### src/vlt_pkg.sv
// ----------------------------------------------------------------------------
// vlt_pkg: shared types and codes of the variable light table
// Field widths, command and status codes, controller states and the
// control and status words that pass between controller and datapath.
// ----------------------------------------------------------------------------
package vlt_pkg;

  localparam int CMD_W     = 3;
  localparam int SEG_W     = 15;
  localparam int SIDE_W    = 3;
  localparam int TEX_W     = 14;
  localparam int TEX_IDX_W = 13;
  localparam int MASK_W    = 32;
  localparam int TIME_W    = 16;
  localparam int SLOT_W    = 7;
  localparam int LEVEL_W   = 16;
  localparam int STATUS_W  = 3;
  localparam int COUNT_W   = 8;

  localparam logic [CMD_W-1:0] CMD_FIND     = 3'd0;
  localparam logic [CMD_W-1:0] CMD_ADD      = 3'd1;
  localparam logic [CMD_W-1:0] CMD_DEL_KEY  = 3'd2;
  localparam logic [CMD_W-1:0] CMD_DEL_SLOT = 3'd3;
  localparam logic [CMD_W-1:0] CMD_MAP_WR   = 3'd4;

  localparam logic [STATUS_W-1:0] ST_OK        = 3'd0;
  localparam logic [STATUS_W-1:0] ST_PRESENT   = 3'd1;
  localparam logic [STATUS_W-1:0] ST_FULL      = 3'd2;
  localparam logic [STATUS_W-1:0] ST_NO_LIGHT  = 3'd3;
  localparam logic [STATUS_W-1:0] ST_NOT_FOUND = 3'd4;

  typedef enum logic [3:0] {
    S_CLEAR,
    S_IDLE,
    S_DECODE,
    S_SEARCH,
    S_LIGHT_B,
    S_LIGHT_O,
    S_LIGHT_CHK,
    S_MOVE_CHK,
    S_MOVE_WR,
    S_DONE
  } state_t;

  typedef enum logic [1:0] {
    WHERE_ZERO,
    WHERE_HIT,
    WHERE_SLOT,
    WHERE_COUNT
  } where_sel_t;

  typedef struct packed {
    logic [CMD_W-1:0]          command;
    logic [SEG_W-1:0]          segment;
    logic [SIDE_W-1:0]         side;
    logic [TEX_W-1:0]          base_texture;
    logic [TEX_W-1:0]          overlay_texture;
    logic [MASK_W-1:0]         blink_mask;
    logic signed [TIME_W-1:0]  blink_time;
    logic [SLOT_W-1:0]         slot;
    logic [LEVEL_W-1:0]        light_level;
  } item_t;

  typedef struct packed {
    logic [STATUS_W-1:0] status;
    logic [SLOT_W-1:0]   found_slot;
    logic [COUNT_W-1:0]  entry_count;
  } result_t;

  typedef struct packed {
    logic                load;
    logic                clr_wr;
    logic                scan;
    logic                map_rd_base;
    logic                map_rd_ovl;
    logic                map_wr;
    logic                add_commit;
    logic                rm_start;
    logic                rm_from_slot;
    logic                move_rd;
    logic                move_wr;
    logic                res_load;
    logic [STATUS_W-1:0] res_status;
    where_sel_t          res_where;
    logic                out_push;
  } ctl_t;

  typedef struct packed {
    logic [CMD_W-1:0] cmd;
    logic             clear_last;
    logic             hit;
    logic             miss;
    logic             full;
    logic             lit;
    logic             slot_ok;
    logic             move_needed;
    logic             out_free;
  } sts_t;

endpackage

### src/vlt_ctrl.sv
// ----------------------------------------------------------------------------
// vlt_ctrl: controller of the variable light table
// State machine that sequences the map clearing pass, the key search, the
// light check, the entry move on delete and the hand-off of each result.
// ----------------------------------------------------------------------------
module vlt_ctrl (
  input  logic          clk,
  input  logic          rst_n,
  input  logic          in_valid,
  output logic          in_ready,
  input  vlt_pkg::sts_t sts,
  output vlt_pkg::ctl_t ctl
);
  import vlt_pkg::*;

  state_t state_r;
  state_t state_nxt;

  always_ff @(posedge clk) begin
    if (!rst_n) begin
      state_r <= S_CLEAR;
    end else begin
      state_r <= state_nxt;
    end
  end

  always_comb begin
    state_nxt      = state_r;
    ctl            = '0;
    ctl.res_status = ST_OK;
    ctl.res_where  = WHERE_ZERO;
    in_ready       = 1'b0;
    unique case (state_r)
      S_CLEAR: begin
        ctl.clr_wr = 1'b1;
        if (sts.clear_last) begin
          state_nxt = S_IDLE;
        end
      end
      S_IDLE: begin
        in_ready = 1'b1;
        if (in_valid) begin
          ctl.load  = 1'b1;
          state_nxt = S_DECODE;
        end
      end
      S_DECODE: begin
        unique case (sts.cmd) inside
          CMD_FIND, CMD_ADD, CMD_DEL_KEY: begin
            state_nxt = S_SEARCH;
          end
          CMD_DEL_SLOT: begin
            ctl.res_load = 1'b1;
            if (sts.slot_ok) begin
              ctl.rm_start     = 1'b1;
              ctl.rm_from_slot = 1'b1;
              ctl.res_where    = WHERE_SLOT;
              state_nxt        = S_MOVE_CHK;
            end else begin
              ctl.res_status = ST_NOT_FOUND;
              state_nxt      = S_DONE;
            end
          end
          CMD_MAP_WR: begin
            ctl.map_wr   = 1'b1;
            ctl.res_load = 1'b1;
            state_nxt    = S_DONE;
          end
          default: begin
            ctl.res_load = 1'b1;
            state_nxt    = S_DONE;
          end
        endcase
      end
      S_SEARCH: begin
        ctl.scan = 1'b1;
        if (sts.hit) begin
          ctl.res_load = 1'b1;
          unique case (sts.cmd)
            CMD_ADD: begin
              ctl.res_status = ST_PRESENT;
              state_nxt      = S_DONE;
            end
            CMD_DEL_KEY: begin
              ctl.rm_start  = 1'b1;
              ctl.res_where = WHERE_HIT;
              state_nxt     = S_MOVE_CHK;
            end
            default: begin
              ctl.res_where = WHERE_HIT;
              state_nxt     = S_DONE;
            end
          endcase
        end else if (sts.miss) begin
          if (sts.cmd == CMD_ADD) begin
            if (sts.full) begin
              ctl.res_load   = 1'b1;
              ctl.res_status = ST_FULL;
              state_nxt      = S_DONE;
            end else begin
              state_nxt = S_LIGHT_B;
            end
          end else begin
            ctl.res_load   = 1'b1;
            ctl.res_status = ST_NOT_FOUND;
            state_nxt      = S_DONE;
          end
        end
      end
      S_LIGHT_B: begin
        ctl.map_rd_base = 1'b1;
        state_nxt       = S_LIGHT_O;
      end
      S_LIGHT_O: begin
        ctl.map_rd_ovl = 1'b1;
        state_nxt      = S_LIGHT_CHK;
      end
      S_LIGHT_CHK: begin
        ctl.res_load = 1'b1;
        if (sts.lit) begin
          ctl.add_commit = 1'b1;
          ctl.res_where  = WHERE_COUNT;
        end else begin
          ctl.res_status = ST_NO_LIGHT;
        end
        state_nxt = S_DONE;
      end
      S_MOVE_CHK: begin
        if (sts.move_needed) begin
          ctl.move_rd = 1'b1;
          state_nxt   = S_MOVE_WR;
        end else begin
          state_nxt = S_DONE;
        end
      end
      S_MOVE_WR: begin
        ctl.move_wr = 1'b1;
        state_nxt   = S_DONE;
      end
      S_DONE: begin
        if (sts.out_free) begin
          ctl.out_push = 1'b1;
          state_nxt    = S_IDLE;
        end
      end
      default: begin
        state_nxt = S_IDLE;
      end
    endcase
  end

endmodule

### config.mk
export PLATFORM = sky130hd
export DESIGN_NAME = vlt_ctrl
export DESIGN_NICKNAME = d
export VERILOG_FILES = /design/src/vlt_pkg.sv /design/src/vlt_ctrl.sv
export SDC_FILE = /design/constraint.sdc
export NUM_CORES = 1
export LEC_CHECK = 0
export BUFFER_PORTS_ARGS = -buffer_cell sky130_fd_sc_hd__buf_2
export CAP_MARGIN = 25
export CORE_MARGIN = 2
export CORE_UTILIZATION = 43
export CTS_CLUSTER_DIAMETER = 100
export CTS_CLUSTER_SIZE = 28
export DETAILED_ROUTE_END_ITERATION = 7
export HOLD_SLACK_MARGIN = 0.12
export PLACE_DENSITY = 0.78
export REMOVE_ABC_BUFFERS = 1
export SYNTH_ARGS = -nofsm -noshare
export SYNTH_HDL_FRONTEND = slang
export SYNTH_SLANG_ARGS = --single-unit
### constraint.sdc
create_clock -name clk -period 2.3 [get_ports clk]
set_input_delay 0.46 -clock clk [delete_from_list [all_inputs] [get_ports clk]]
set_output_delay 0.46 -clock clk [all_outputs]
set_load 0.02 [all_outputs]
---- Yosys cells after proc, flatten, opt, wreduce, memory -nomap -nowiden ----
Index checks and enable logic that the tools add are counted.
storage, ports and cells
  register bits after elaboration ......... 4
  word-level logic and storage cells ...... 71
cells by class
  equal/unequal tests ..................... 17
  mux-type cells .......................... 48
  reduce and logical (&&, ||, !) cells .... 5
operators with widths
  kind                  number
  $mux W4               13
  $pmux W4 S9           1
  $mux W1               23
  $pmux W6 S3           1
  $eq A4 B3 Y1 const B  4
  $mux W2               6
  $eq A4 B2 Y1 const B  2
  $eq A4 B4 Y1 const B  2
  $pmux W4 S2           1
  $eq A3 B2 Y1 const B  2
  $ne A2 B2 Y1 const B  3
  $mux W5               1
  $eq A4 B1 Y1 const B  1
  $logic_not A4 Y1      1
  $reduce_and A4 Y1     1
  $eq A3 B1 Y1 const B  1
  $eq A3 B3 Y1 const B  1
  $logic_not A3 Y1      1
  $mux W3               1
  $ne A3 B3 Y1 const B  1
  $reduce_or A3 Y1      1
  $pmux W1 S2           1
  $reduce_or A2 Y1      1

---- Logic depth before layout (Yosys ltp) ----
Gate-level depths: netlist of the first run.
  depth in word-level cells ............... 5
  depth in mapped cells ................... 6
  depth with buffers taken out ............ 6

---- Worst setup path before layout of the first run ----
OpenSTA, ideal clock, no wires.
  path kind ............................... register -> output
  from .................................... register state_r[3]
  to ...................................... output ctl[12] in the netlist's numbering
  data arrival time ....................... 1.641 ns
  data required time ...................... 1.840 ns
  path slack .............................. 0.199 ns
  stages on the path, launching flop included .. 3
  cells stage by stage .................... dfxtp_1 > or4b_1 > nor4b_1
RTL lines
  element                 RTL line        source
  start, declared         vlt_ctrl.sv:16  state_t state_r;
  start signal, assigned  vlt_ctrl.sv:23  state_r <= state_nxt;
  end, declared           vlt_ctrl.sv:12  output vlt_pkg::ctl_t ctl

==> impl_results.md, run 1 <==
* Outcome: completed
* Slew HR at 0.771
* CP endpoint kind: output pin
* Worst VDD drop at around 0.10 mV
* Pwr dens at ~300 mW/mm^2
* Crit share post-route at 0.951
* Setup Buffers After CTS at 0
* Die Height at around 40 microns
* CTS max path bufs at 2
* CTS tree: yes
* Placed cell count at around 130
* Critical Path Sink: ctl[5]
* Worst hold path type: primary input to register
* Core area at ~0.0013 sq mm
* RSZ-0062 raised after global routing: no
* Worst EP required at between 1500 and 2000 ps
* Crit path DAT at 1730 ps
* Final Hold Viols at 0
* Reg clk slew, reported paths at ~40 ps
* Initial antenna violation count at 0
* Average cell area after synthesis at about 7.0 sq um
* Reg2Reg Depth at 5
* Critical Path Fanout Max at 3
* Max reg flops at 4
* Register with the most flip-flops: state_r
* Clock Skew at 5.87 ps
* Initial Util at 0.457
* Ys flop type: dfxtp_1
* Final wirelength at between 1.5 and 2 mm
* Area leader, netlist: dfxtp_1
* Hold WS at 478 ps
* Sum Neg Setup Slack at 0 ps
* Cells after Synth at 85
* Mapped Area at ~600 sq um
* Peak Freq at approximately 0.46 GHz
* H-tree level count at 1
* # IOs at 33
* Post-route minimum period at 2190 ps
* GRT Overall Usage at 0.242
* Clk_lat worst skew at between 200 and 250 ps
* Final instance count without filler cells at about 130
* First-pass GRT wire length at 2.75 mm
* Die area at 0.00170 sq mm
* WL per Instance at ~13 microns
* Share of the synthesized area in the top cell type at 0.135
* Final slew viol count at 0
* GRT Residual Overflow at 0
* FF+latch count, synth at 4
* Critical Path Start Type: register
* Cell Rows at 13
* HPWL after detailed placement at 1.29 mm
* Clock Tree Root: clkbuf_4
* Vias in the first global route at roughly 650
* Diodes inserted at 0
* Largest registers: state_r: 4 flops
* Via count at between 700 and 800
* Pre-antenna DRT Iters at 4
* Leakage power at a little over 0.4 nW
* Synth cell types at 38
* Max cap viols at 0
* Area growth syn-to-layout at 34.1%
* Initial DRC count at 23
* Synth Warn # at 0
* Ys async rst share at 0
* Fin util at 0.613
* Reg2reg end: state_r[0]
* Post-synth EDFFs at 0
* Slack of the worst reg-to-reg path at ~710 ps
* Gpl congestion at 0.766
* Layout cells sized above 1 at 0.368
* CTS Buf Count at 3
* CP Launch Point: state_r[3]
* # DRC at 0
* DIE WIDTH at 41.2 microns
* Crit Reg-Reg Startpoint: state_r[1]
* Setup Crit Path Kind: register to output pin
* Number of fill cells at around 130
* Final setup fails at 0
* DRT antenna net count at 0
* Nets at around 130
* Number of clock sinks at 4
* Vias per Instance at 5.86
* Synth top cells by count: buf_2, inv_1, nor2_1
* Sequential fraction of the synthesis area at 0.135
* Synth area leaders: dfxtp_1, nor4b_1, buf_2, nand2b_1, nor2b_1
* Port bufs at 32
* Tightest Pin Transition at approximately 340 ps
* Largest net degree at the start of global routing at 16
[what timing repair did]
item,in CTS,in global routing
resized for setup,0,1
hold buffers,0,0
endpoints found under the setup margin,0,2
endpoints found under the hold margin,0,0
[worst max-delay path, cell delays in order (launching register included)]
cell and delay, ps:
dfxtp_1 300, or4b_4 560, or3_1 310, a21oi_1 140
buf_2 180
[per-layer routing]
metal	track usage	wire length (microns)	vias to the layer above
met5	0	0	-
met4	0.0968	0	0
met3	0.0326	124	0
met2	0.422	806	42
met1	0.295	746	342
li1	-	-	390
[final cells by class]
type / instances / area (sq um) / area share
multi-input cells: 68 / 463 / 0.581
repair buffers: 36 / 190 / 0.239
flip-flops and latches: 4 / 80.1 / 0.100
clock buffers: 3 / 22.5 / 0.0283
inverters: 6 / 22.5 / 0.0283
well taps: 15 / 18.8 / 0.0235
[worst min path at each step]
stage                      end  start  depth (start not counted)
finish              state_r[0]  rst_n                          3
global route        state_r[0]  rst_n                          3
CTS                 state_r[0]  rst_n                          3
detailed placement  state_r[0]  rst_n                          3
global placement    state_r[0]  rst_n                          3
floorplan           state_r[0]  rst_n                          2
[where the power goes]
part / total [mW] / switching [mW] / internal, mW
combinational: 0.0801 / 0.0484 / 0.0317
sequential: 0.0736 / 0.00131 / 0.0723
clock: 0.0857 / 0.0275 / 0.0583
[logic make-up (layout without fill, tap and decap cells)]
kind of cell           after synthesis  count (layout)  share of synthesized area
and+or+nand+nor                     45              45                      0.488
AOI/OAI and AO/OA                   23              23                      0.284
buffers and inverters               13              45                     0.0926
DFF                                  4               4                      0.135
[cells in the final DEF, fill, tap and decap left out, types with 4 or more instances in the layout]
cell      instances
buf_2            32
buf_4             4
dfxtp_1           4
inv_1             5
nand2_1           4
nand2b_1          4
nor2_1            5
nor2b_1           4
[stage by stage]
| stage | instance area [sq um] | power, mW | worst slack [ps] |
|---|---|---|---|
| 6_report | 797 | 0.239 | 113 |
| 5_1_grt | 797 | 0.256 | 10.8 |
| 4_1_cts | 793 | 0.241 | 57.2 |
| 3_5_place_dp | 771 | 0.154 | 289 |
| 3_3_place_gp | 771 | 0.151 | 317 |
| 2_1_floorplan | 562 | 0.116 | 49.8 |
Power figures use the tool's default switching activity.
==> run 2: changes to the inputs <==
--- a/config.mk
+++ b/config.mk
@@ -7,13 +7,16 @@
 export LEC_CHECK = 0
 export BUFFER_PORTS_ARGS = -buffer_cell sky130_fd_sc_hd__buf_2
 export CAP_MARGIN = 25
+export CELL_PAD_IN_SITES_DETAIL_PLACEMENT = 1
+export CELL_PAD_IN_SITES_GLOBAL_PLACEMENT = 1
 export CORE_MARGIN = 2
-export CORE_UTILIZATION = 43
+export CORE_UTILIZATION = 28
+export CTS_BUF_LIST = sky130_fd_sc_hd__clkbuf_16
 export CTS_CLUSTER_DIAMETER = 100
 export CTS_CLUSTER_SIZE = 28
 export DETAILED_ROUTE_END_ITERATION = 7
 export HOLD_SLACK_MARGIN = 0.12
-export PLACE_DENSITY = 0.78
+export PLACE_DENSITY = 0.76
 export REMOVE_ABC_BUFFERS = 1
 export SYNTH_ARGS = -nofsm -noshare
 export SYNTH_HDL_FRONTEND = slang
==> run 2 against run 1 <==
Effect of this change:
- non-clock buffer count stayed put
- utilization decreased by 17 points
- critical path depth unchanged
- sequential share of layout area fell by 0.84 points
- sequential cell count did not move
- final cell count rose by 9.1%
- fmax increased by 0.57%
- first-iteration DRC count is 65% lower
- sequential power is essentially flat
- critical path type unchanged
- largest cell class unchanged
==> impl_results.md, run 2 (synthesized netlist as in run 1, its figures left out) <==
* Worst hold path type: primary input to register (unchanged)
* Sum Neg Setup Slack at 0 ps (unchanged)
* Critical Path Fanout Max at 3 (unchanged)
* Worst EP required at 1840 ps (about the same)
* DRT antenna net count at 0 (unchanged)
* Worst VDD drop at 0.328 mV (was 0.102 mV)
* Die Height at 50.1 microns (was 41.2 microns)
* Clock Tree Root: clkbuf_16 (was clkbuf_4)
* Largest net degree at the start of global routing at 16 (unchanged)
* CTS Buf Count at 3 (unchanged)
* Post-CTS sizing at 0 (unchanged)
* Initial DRC count at 8 (was 23)
* Pre-antenna DRT Iters at 4 (unchanged)
* Final setup fails at 0 (unchanged)
* GRT Residual Overflow at 0 (unchanged)
* Setup Buffers After CTS at 0 (unchanged)
* Crit Reg-Reg Startpoint: state_r[1] (unchanged)
* Register with the most flip-flops: state_r (unchanged)
* Post-route minimum period at 2170 ps (was 2190 ps)
* Tightest Pin Transition at 368 ps (was 339 ps)
* Worst Hold Launch: sts[7] (was rst_n)
* GRT Overall Usage at 0.192 (was 0.242)
* Highest-count cells in the layout ignoring fill and taps: buf_2, inv_1, buf_4 (was buf_2, nor2_1, inv_1)
* Hold WS at 497 ps (was 478 ps)
* Setup Crit Path Kind: register to output pin (unchanged)
* CP Launch Point: state_r[3] (unchanged)
* HPWL after detailed placement at 1.70 mm (was 1.29 mm)
* Slew HR at 0.751 (was 0.771)
* Clock Skew at 4.01 ps (was 5.87 ps)
* Initial Util at 0.300 (was 0.457)
* Final Hold Viols at 0 (unchanged)
* CTS tree: yes (unchanged)
* Critical Path Start Type: register (unchanged)
* Final Power at 0.431 mW (was 0.239 mW)
* Fin util at 0.439 (was 0.613)
* Initial antenna violation count at 0 (unchanged)
* H-tree level count at 1 (unchanged)
* Crit path DAT at 1710 ps (was 1730 ps)
* Nets at 133 (unchanged)
* Reg clk slew, reported paths at 30 ps (was 40 ps)
* Peak Freq at 0.460 GHz (was 0.457 GHz)
* Layout cells sized above 1 at 0.376 (was 0.368)
* Die area at 0.00251 sq mm (was 0.00170 sq mm)
* Core area at 0.00198 sq mm (was 0.00130 sq mm)
* Pwr dens at 495 mW/mm^2 (was 300 mW/mm^2)
* Port bufs at 32 (unchanged)
* DIE WIDTH at 50.1 microns (was 41.2 microns)
* Commonest non-fill, non-tap cell in the layout: buf_2 (unchanged)
* Vias per Instance at 5.60 (was 5.86)
* Final slew viol count at 0 (unchanged)
* Final wirelength at 2.18 mm (was 1.68 mm)
* Leakage power at 0.436 nW (was 0.412 nW)
* Diodes inserted at 0 (unchanged)
* Via count at 807 (was 774)
* CTS max path bufs at 2 (unchanged)
* Area growth syn-to-layout at 46.3% (was 34.1%)
* Max reg flops at 4 (unchanged)
* Outcome: completed (unchanged)
* CTS hold repair buffers at 0 (unchanged)
* Cell Rows at 16 (was 13)
* Vias in the first global route at 813 (was 649)
* WL per Instance at 15.2 microns (was 12.7 microns)
* Max cap viols at 0 (unchanged)
* Number of clock sinks at 4 (unchanged)
* Largest registers: state_r: 4 flops (unchanged)
* Crit share post-route at 0.945 (was 0.951)
* # DRC at 0 (unchanged)
* Gpl congestion at 0.749 (was 0.766)
* First-pass GRT wire length at 3.69 mm (was 2.75 mm)
* RSZ-0062 raised after global routing: no (unchanged)
* Clk_lat worst skew at 230 ps (about the same)
* # IOs at 33 (unchanged)
* CP endpoint kind: output pin (unchanged)
[run 2: critical path, stage by stage (launching register included)]
cell	delay, ps
dfxtp_1	300
or4b_4	550
or3_4	410
nand2_1	70
buf_2	160
[run 2: path summary, 6_finish.rpt]
check	cells after the start	slack, ps	end
worst max-delay path	4	130	ctl[2]
worst min-delay path	3	500	state_r[0]
worst max register to register	5	650	state_r[0]
worst min register to register	3	800	state_r[1]
[run 2: final cells by class]
cell class                      count  area, sq um
Sequential cell                     4         80.1
Inverter                            6         22.5
Tap cell                           27         33.8
Fill cell                         268         1110
Multi-Input combinational cell     68          465
Clock buffer                        3         75.1
Timing Repair Buffer               36          193
[run 2: routing by layer]
layer  GRT usage  part of all wire  up-vias
met4      0.0694             0.011        0
met3      0.0333             0.069        3
met2       0.336              0.49       32
met1       0.231              0.43      385
li1            -                 -      387
met5           0                 0        -
[run 2: power breakdown]
group | total, mW | internal [mW] | switching (mW)
sequential | 0.0737 | 0.0724 | 0.00134
combinational | 0.0830 | 0.0318 | 0.0512
clock | 0.274 | 0.222 | 0.0516
total | 0.431 | 0.327 | 0.104
[run 2: metrics by stage]
stage / worst slack, ps / instance area (sq um) / instances
detailed placement: 244 / 786 / 141
CTS: 71.4 / 861 / 144
floorplan: 49.8 / 562 / 78
global placement: 296 / 786 / 141
finish: 126 / 870 / 144
global route: 34.8 / 870 / 144
